==> src/mkq_pkg.sv <==
// ----------------------------------------------------------------------------
// mkq_pkg
// Shared types and constants for the Morse key timing qualifier.
// ----------------------------------------------------------------------------
`default_nettype none

package mkq_pkg;

	localparam int CFG_W          = 16;
	localparam int TIMER_BITS_DEF = 16;
	localparam int IDX_W          = 3;
	localparam int IN_W           = 8;
	localparam int OUT_W          = 8;

	// Register indexes of the configuration channel.
	localparam logic [IDX_W-1:0] REG_DEBOUNCE   = 3'd0;
	localparam logic [IDX_W-1:0] REG_DASH       = 3'd1;
	localparam logic [IDX_W-1:0] REG_LETTER_GAP = 3'd2;
	localparam logic [IDX_W-1:0] REG_WORD_GAP   = 3'd3;
	localparam logic [IDX_W-1:0] REG_LONG_HOLD  = 3'd4;

	localparam logic [CFG_W-1:0] DEBOUNCE_RST   = 16'd50;
	localparam logic [CFG_W-1:0] DASH_RST       = 16'd400;
	localparam logic [CFG_W-1:0] LETTER_GAP_RST = 16'd600;
	localparam logic [CFG_W-1:0] WORD_GAP_RST   = 16'd1400;
	localparam logic [CFG_W-1:0] LONG_HOLD_RST  = 16'd1000;

	typedef struct packed {
		logic [CFG_W-1:0] debounce_ticks;
		logic [CFG_W-1:0] dash_threshold;
		logic [CFG_W-1:0] letter_gap_ticks;
		logic [CFG_W-1:0] word_gap_ticks;
		logic [CFG_W-1:0] long_hold_ticks;
	} cfg_t;

	// Debounce status of one button for the tick being processed.
	typedef struct packed {
		logic stable_old;
		logic stable_new;
		logic changed;
	} db_t;

	// Last member sits in the lowest bit, so this maps straight onto tdata.
	typedef struct packed {
		logic clear_event;
		logic play_request;
		logic print_request;
		logic word_gap;
		logic letter_gap;
		logic symbol_dash;
		logic symbol_valid;
		logic key_down;
	} result_t;

endpackage

`default_nettype wire

==> src/mkq_cfg.sv <==
// ----------------------------------------------------------------------------
// mkq_cfg
// Configuration register file written through its own valid/ready channel.
// ----------------------------------------------------------------------------
`default_nettype none

module mkq_cfg import mkq_pkg::*; (
	input  wire logic             clk,
	input  wire logic             arst_n,
	input  wire logic             cfg_valid,
	output logic                  cfg_ready,
	input  wire logic [IDX_W-1:0] cfg_index,
	input  wire logic [CFG_W-1:0] cfg_data,
	output cfg_t                  cfg
);

	cfg_t regs_q;

	assign cfg_ready = 1'b1;
	assign cfg       = regs_q;

	always_ff @(posedge clk or negedge arst_n) begin
		if (!arst_n) begin
			regs_q.debounce_ticks   <= DEBOUNCE_RST;
			regs_q.dash_threshold   <= DASH_RST;
			regs_q.letter_gap_ticks <= LETTER_GAP_RST;
			regs_q.word_gap_ticks   <= WORD_GAP_RST;
			regs_q.long_hold_ticks  <= LONG_HOLD_RST;
		end else if (cfg_valid && cfg_ready) begin
			unique case (cfg_index)
				REG_DEBOUNCE:   regs_q.debounce_ticks   <= cfg_data;
				REG_DASH:       regs_q.dash_threshold   <= cfg_data;
				REG_LETTER_GAP: regs_q.letter_gap_ticks <= cfg_data;
				REG_WORD_GAP:   regs_q.word_gap_ticks   <= cfg_data;
				REG_LONG_HOLD:  regs_q.long_hold_ticks  <= cfg_data;
				default: ;
			endcase
		end
	end

endmodule

`default_nettype wire

==> src/mkq_debounce.sv <==
// ----------------------------------------------------------------------------
// mkq_debounce
// Debouncer for one active-low button, advanced once per accepted tick.
// ----------------------------------------------------------------------------
`default_nettype none

module mkq_debounce import mkq_pkg::*; #(
	parameter int TIMER_BITS = TIMER_BITS_DEF
) (
	input  wire logic             clk,
	input  wire logic             arst_n,
	input  wire logic             en,
	input  wire logic             raw,
	input  wire logic [CFG_W-1:0] thr,
	output db_t                   st
);

	localparam int CMP_W = (TIMER_BITS > CFG_W) ? TIMER_BITS : CFG_W;

	logic [TIMER_BITS-1:0] count_q;
	logic [TIMER_BITS-1:0] count_d;
	logic                  last_q;
	logic                  stable_q;
	logic                  take;

	always_comb begin
		if (raw != last_q)
			count_d = '0;
		else if (&count_q)
			count_d = count_q;
		else
			count_d = count_q + 1'b1;
		take = (CMP_W'(count_d) > CMP_W'(thr)) && (raw != stable_q);
	end

	assign st.stable_old = stable_q;
	assign st.stable_new = take ? raw : stable_q;
	assign st.changed    = take;

	always_ff @(posedge clk or negedge arst_n) begin
		if (!arst_n) begin
			count_q  <= '0;
			last_q   <= 1'b1;
			stable_q <= 1'b1;
		end else if (en) begin
			count_q  <= count_d;
			last_q   <= raw;
			stable_q <= st.stable_new;
		end
	end

endmodule

`default_nettype wire

==> src/mkq_events.sv <==
// ----------------------------------------------------------------------------
// mkq_events
// Press, release and hold timers, symbol and gap detection, and the
// print and play/clear requests for one tick.
// ----------------------------------------------------------------------------
`default_nettype none

module mkq_events import mkq_pkg::*; #(
	parameter int TIMER_BITS = TIMER_BITS_DEF
) (
	input  wire logic clk,
	input  wire logic arst_n,
	input  wire logic en,
	input  wire cfg_t cfg,
	input  wire db_t  key,
	input  wire db_t  prn,
	input  wire db_t  ply,
	output result_t   res
);

	localparam int CMP_W = (TIMER_BITS > CFG_W) ? TIMER_BITS : CFG_W;

	logic [TIMER_BITS-1:0] press_q, release_q, hold_q;
	logic                  ldone_q, wdone_q, have_q;

	logic [TIMER_BITS-1:0] press_inc, release_inc, hold_inc;
	logic [TIMER_BITS-1:0] press_d, release_d, hold_d;
	logic                  ldone_d, wdone_d, have_d;

	always_comb begin
		press_inc   = press_q;
		release_inc = release_q;
		hold_inc    = hold_q;
		if (!key.stable_old && !(&press_q))
			press_inc = press_q + 1'b1;
		if (key.stable_old && !(&release_q))
			release_inc = release_q + 1'b1;
		if (!ply.stable_old && !(&hold_q))
			hold_inc = hold_q + 1'b1;

		press_d   = press_inc;
		release_d = release_inc;
		hold_d    = hold_inc;
		ldone_d   = ldone_q;
		wdone_d   = wdone_q;
		have_d    = have_q;
		res       = '0;

		if (key.changed) begin
			if (!key.stable_new) begin
				press_d = '0;
				ldone_d = 1'b0;
				wdone_d = 1'b0;
			end else begin
				release_d        = '0;
				res.symbol_valid = 1'b1;
				res.symbol_dash  = CMP_W'(press_inc) >= CMP_W'(cfg.dash_threshold);
				have_d           = 1'b1;
			end
		end

		// Gaps are only flagged while the key rests and symbols are stored.
		if (key.stable_new && have_d) begin
			if (CMP_W'(release_d) >= CMP_W'(cfg.letter_gap_ticks) && !ldone_d) begin
				res.letter_gap = 1'b1;
				ldone_d        = 1'b1;
			end
			if (CMP_W'(release_d) >= CMP_W'(cfg.word_gap_ticks) && !wdone_d) begin
				res.word_gap = 1'b1;
				wdone_d      = 1'b1;
			end
		end

		res.print_request = prn.changed && !prn.stable_new;

		if (ply.changed) begin
			if (!ply.stable_new) begin
				hold_d = '0;
			end else if (CMP_W'(hold_inc) >= CMP_W'(cfg.long_hold_ticks)) begin
				res.clear_event = 1'b1;
				have_d          = 1'b0;
				ldone_d         = 1'b0;
				wdone_d         = 1'b0;
			end else begin
				res.play_request = 1'b1;
			end
		end

		res.key_down = !key.stable_new;
	end

	always_ff @(posedge clk or negedge arst_n) begin
		if (!arst_n) begin
			press_q   <= '0;
			release_q <= '0;
			hold_q    <= '0;
			ldone_q   <= 1'b0;
			wdone_q   <= 1'b0;
			have_q    <= 1'b0;
		end else if (en) begin
			press_q   <= press_d;
			release_q <= release_d;
			hold_q    <= hold_d;
			ldone_q   <= ldone_d;
			wdone_q   <= wdone_d;
			have_q    <= have_d;
		end
	end

endmodule

`default_nettype wire

==> src/morse_key_timing_qualifier.sv <==
// ----------------------------------------------------------------------------
// morse_key_timing_qualifier
// Debounces a Morse key and two buttons, one tick per word, and reports
// symbols, gaps and button requests.
// ----------------------------------------------------------------------------
// The result of a tick is in the output register in the cycle after the
// input word is accepted. Throughput: one word per cycle while not stalled;
// the output register lets a new word in whenever it is empty or being drained.
// Reset clears all timers, counters and flags, sets the debounced levels
// to released and loads the register defaults.
`default_nettype none

module morse_key_timing_qualifier import mkq_pkg::*; #(
	parameter int TIMER_BITS = TIMER_BITS_DEF
) (
	input  wire logic             clk,
	input  wire logic             arst_n,
	input  wire logic             s_axis_tvalid,
	output logic                  s_axis_tready,
	// [0] key_level, [1] print_level, [2] play_level, [7:3] zero
	input  wire logic [IN_W-1:0]  s_axis_tdata,
	output logic                  m_axis_tvalid,
	input  wire logic             m_axis_tready,
	// [0] key_down, [1] symbol_valid, [2] symbol_dash, [3] letter_gap,
	// [4] word_gap, [5] print_request, [6] play_request, [7] clear_event
	output logic [OUT_W-1:0]      m_axis_tdata,
	input  wire logic             cfg_valid,
	output logic                  cfg_ready,
	input  wire logic [IDX_W-1:0] cfg_index,
	input  wire logic [CFG_W-1:0] cfg_data
);

	cfg_t    cfg;
	db_t     key_st, prn_st, ply_st;
	result_t res;
	result_t res_q;
	logic    out_valid_q;
	logic    accept;

	assign s_axis_tready = !out_valid_q || m_axis_tready;
	assign accept        = s_axis_tvalid && s_axis_tready;
	assign m_axis_tvalid = out_valid_q;
	assign m_axis_tdata  = res_q;

	mkq_cfg u_cfg (
		.clk       (clk),
		.arst_n    (arst_n),
		.cfg_valid (cfg_valid),
		.cfg_ready (cfg_ready),
		.cfg_index (cfg_index),
		.cfg_data  (cfg_data),
		.cfg       (cfg)
	);

	mkq_debounce #(.TIMER_BITS(TIMER_BITS)) u_db_key (
		.clk    (clk),
		.arst_n (arst_n),
		.en     (accept),
		.raw    (s_axis_tdata[0]),
		.thr    (cfg.debounce_ticks),
		.st     (key_st)
	);

	mkq_debounce #(.TIMER_BITS(TIMER_BITS)) u_db_print (
		.clk    (clk),
		.arst_n (arst_n),
		.en     (accept),
		.raw    (s_axis_tdata[1]),
		.thr    (cfg.debounce_ticks),
		.st     (prn_st)
	);

	mkq_debounce #(.TIMER_BITS(TIMER_BITS)) u_db_play (
		.clk    (clk),
		.arst_n (arst_n),
		.en     (accept),
		.raw    (s_axis_tdata[2]),
		.thr    (cfg.debounce_ticks),
		.st     (ply_st)
	);

	mkq_events #(.TIMER_BITS(TIMER_BITS)) u_events (
		.clk    (clk),
		.arst_n (arst_n),
		.en     (accept),
		.cfg    (cfg),
		.key    (key_st),
		.prn    (prn_st),
		.ply    (ply_st),
		.res    (res)
	);

	always_ff @(posedge clk or negedge arst_n) begin
		if (!arst_n) begin
			out_valid_q <= 1'b0;
		end else if (accept) begin
			out_valid_q <= 1'b1;
		end else if (m_axis_tready) begin
			out_valid_q <= 1'b0;
		end
	end

	always_ff @(posedge clk) begin
		if (accept) begin
			res_q <= res;
		end
	end

endmodule

`default_nettype wire

==> config.mk <==
export PLATFORM = sky130hd
export DESIGN_NAME = morse_key_timing_qualifier
export DESIGN_NICKNAME = d
export VERILOG_FILES = /design/src/mkq_pkg.sv /design/src/mkq_cfg.sv /design/src/mkq_debounce.sv /design/src/mkq_events.sv /design/src/morse_key_timing_qualifier.sv
export SDC_FILE = /design/constraint.sdc
export NUM_CORES = 1
export LEC_CHECK = 0
export CORE_MARGIN = 5
export CORE_UTILIZATION = 45
export DETAILED_ROUTE_END_ITERATION = 6
export DONT_BUFFER_PORTS = 1
export GPL_ROUTABILITY_DRIVEN = 1
export GPL_TIMING_DRIVEN = 0
export PLACE_DENSITY = 0.65
export SLEW_MARGIN = 40
export SYNTH_ARGS = -nofsm -noshare
export SYNTH_HDL_FRONTEND = slang
export SYNTH_HIERARCHICAL = 1
export SYNTH_SLANG_ARGS = --single-unit
export TNS_END_PERCENT = 30
==> constraint.sdc <==
create_clock -name clk -period 6.3 [get_ports clk]
set_input_delay 0 -clock clk [delete_from_list [all_inputs] [get_ports clk]]
set_output_delay 0 -clock clk [all_outputs]
set_load 0.1 [all_outputs]
==> impl_metrics.toml <==
[detailed_routing]
drtIter0Drc = 742
drtPass1Iterations = 5
vias = 10700
ant_nets = 0
avgViaCountPerCell = 5.68
wirelength_mm = 33.9
wl_per_cell_um = 18.0
drc_errors = 0

[worst_setup_path]
end_kind = "flop"
worst_r2r_path_depth = 23
critPathKind = "flop to flop"
crit_chain = "nand3_2, or3_4, nor3_4, and3_1, a31oi_2, o21a_1, ha_1, nand4_2, or4_4, a21oi_2, or3b_4, o21ai_2, mux2_4, nand2_2, clkinvlp_4, clkbuf_2, nor2_2, ha_1, a211o_1, a31oi_1, o21ai_0, a211o_1, nor3b_1"
slowest_stage = "or4_4"
cpPeakStageDelay_ns = 0.59
worst_setup_path_start_kind = "flop"
cp_max_fo = 10
required_ns = 6.48
arrival_ns = 6.15

[finish]
final_cell_mix = "dfrtp_1 (156), inv_1 (127), nand2_1 (120)"
fin_nets = 1633
syn2layout_area_growth_pct = 10.8
stdcell_count = 1886
final-seq-area_mm2 = 0.00493
insertedDiodeCount = 0
drive_gt1_frac = 0.169
layout_commonest_cell = "dfrtp_1"
multiInputGateArea_mm2 = 0.00777
fillers = 2677
final_util = 0.505
design_area_mm2 = 0.0150

[floorplan]
die_h_um = 184
initial_core_util = 0.456
fp-row-count = 63
dieArea_mm2 = 0.0337
ioPinCount = 43
coreArea_mm2 = 0.0297
die_x_um = 184

[power]
p_total_mw = 4.25
p_per_area_mw_per_mm2 = 283
clock_power_share = 0.274
p_int_mw = 2.75
ir_drop_mv = 0.206
p_leak_nw = 6.66
seqPwrFrac = 0.407
power_frac_comb = 0.320
power_switching_share = 0.353
netSwitchingPower_mw = 1.50

[grt]
grt_overflow_total = 0
antenna_found_initial = 1
grt_pass1_vias = 10500
grt_max_degree = 187
met2_usage = 0.332
grt_pass1_wl_mm = 55.4
grt.total_usage = 0.203
use_met3 = 0.0301
grt.met1_usage = 0.289
top_usage_layer = "met2"

[timing]
worstMarginPinSlew_ns = 0.895
period_share = 0.947
finalSetupTns_ns = 0
fmax_ghz = 0.168
fin_skew_ns = 0.0147
setup_viol = 0
holdWs_ns = 0.0243
hold_viol = 0
min_period_ns = 5.97
slew_headroom = 0.405
fin_ws_ns = 0.331
maxSlewViolCount = 0

[synth]
mappedNetlistNets = 1586
synthCells = 1436
synth_area_mm2 = 0.0135
yosysWarnings = 6
syn_avg_cell_area_um2 = 9.44

[placement]
hpwl_mm = 24.2
numPlacedInstances = 1828
pre_cts_slack_ns = -0.334
placed_area_mm2 = 0.0141
port_buffers = 0
place.gp.congestion = 0.872

[clock_network]
clk_latency_ns = 0.45
clockBufferDepth = 2
path_clk_slew_ns = 0.08
cts_made_buffers = 17
cts_max_level = 4
cts_tree = "yes"
clockRootBuffer = "clkbuf_16"
clock_sinks = 194

[min_path]
min_path_type = "input port to flop"
min_path_cells = 3

[outcome]
status = "finished clean"

[flow_run]
cap_violations = 0
worst max-delay path: cells and delay by family, from the launching register on:
kind	cells	cell delay, ns
flip-flops	1	0.46
multiplexers	1	0.35
AO/OA/AOI/OAI	8	1.45
adder cells (fa/ha/maj)	2	0.57
AND/OR/NAND/NOR	10	2.50
buffers and inverters	2	0.37
final timing paths:
check | start | to | slack [ns]
min | cfg_index[1] | u_cfg/cfg[4] | 0.02
max | u_db_key/count_q[2] | m_axis_tdata[4] | 0.33
max reg2reg | u_db_key/count_q[2] | m_axis_tdata[4] | 0.33
max in group asynchronous | arst_n | u_db_play/last_q | 5.25
min reg2reg | u_events/ldone_q | u_events/ldone_q | 0.51
min in group asynchronous | arst_n | u_events/release_q[6] | 0.12
flip-flops by register name, indices dropped and copies added (netlist names), 8 cells and up:
name and flops:
u_cfg/cfg 80, u_db_key/count_q 16, u_db_play/count_q 16, u_db_print/count_q 16
u_events/hold_q 16, u_events/press_q 16, u_events/release_q 16, m_axis_tdata 8
per-layer routing:
| metal | routed length [µm] | part of all wire |
|---|---|---|
| met4 | 380 | 0.011 |
| met3 | 1240 | 0.036 |
| met5 | 11 | 0.00032 |
| met2 | 15900 | 0.47 |
| met1 | 16300 | 0.48 |
repair_timing:
item,CTS,global route
hold buffers,25,0
setup endpoints to repair,4,4
buffers inserted,0,1
hold endpoints to repair,275,0
resized for setup,3,4
pin swaps,0,0
area by class of cell:
class	instances	share of cell area
clock inverter	14	0.0127
timing repair buffer	29	0.0222
multi-input combinational	1045	0.517
clock buffer	18	0.0286
buffer	68	0.0261
sequential	194	0.328
inverter	128	0.0322
tap	390	0.0325
power groups by stage:
| stage | Combinational, mW | Clock (mW) | Sequential, mW |
|---|---|---|---|
| after floorplan | 1.02 | 0 | 1.69 |
| after global placement | 1.24 | 0 | 1.74 |
| after detailed placement | 1.29 | 0 | 1.75 |
| after CTS | 1.36 | 1.19 | 1.73 |
| after global routing | 1.54 | 1.24 | 1.76 |
| final | 1.36 | 1.16 | 1.73 |
(Power assumes the default switching activity.)
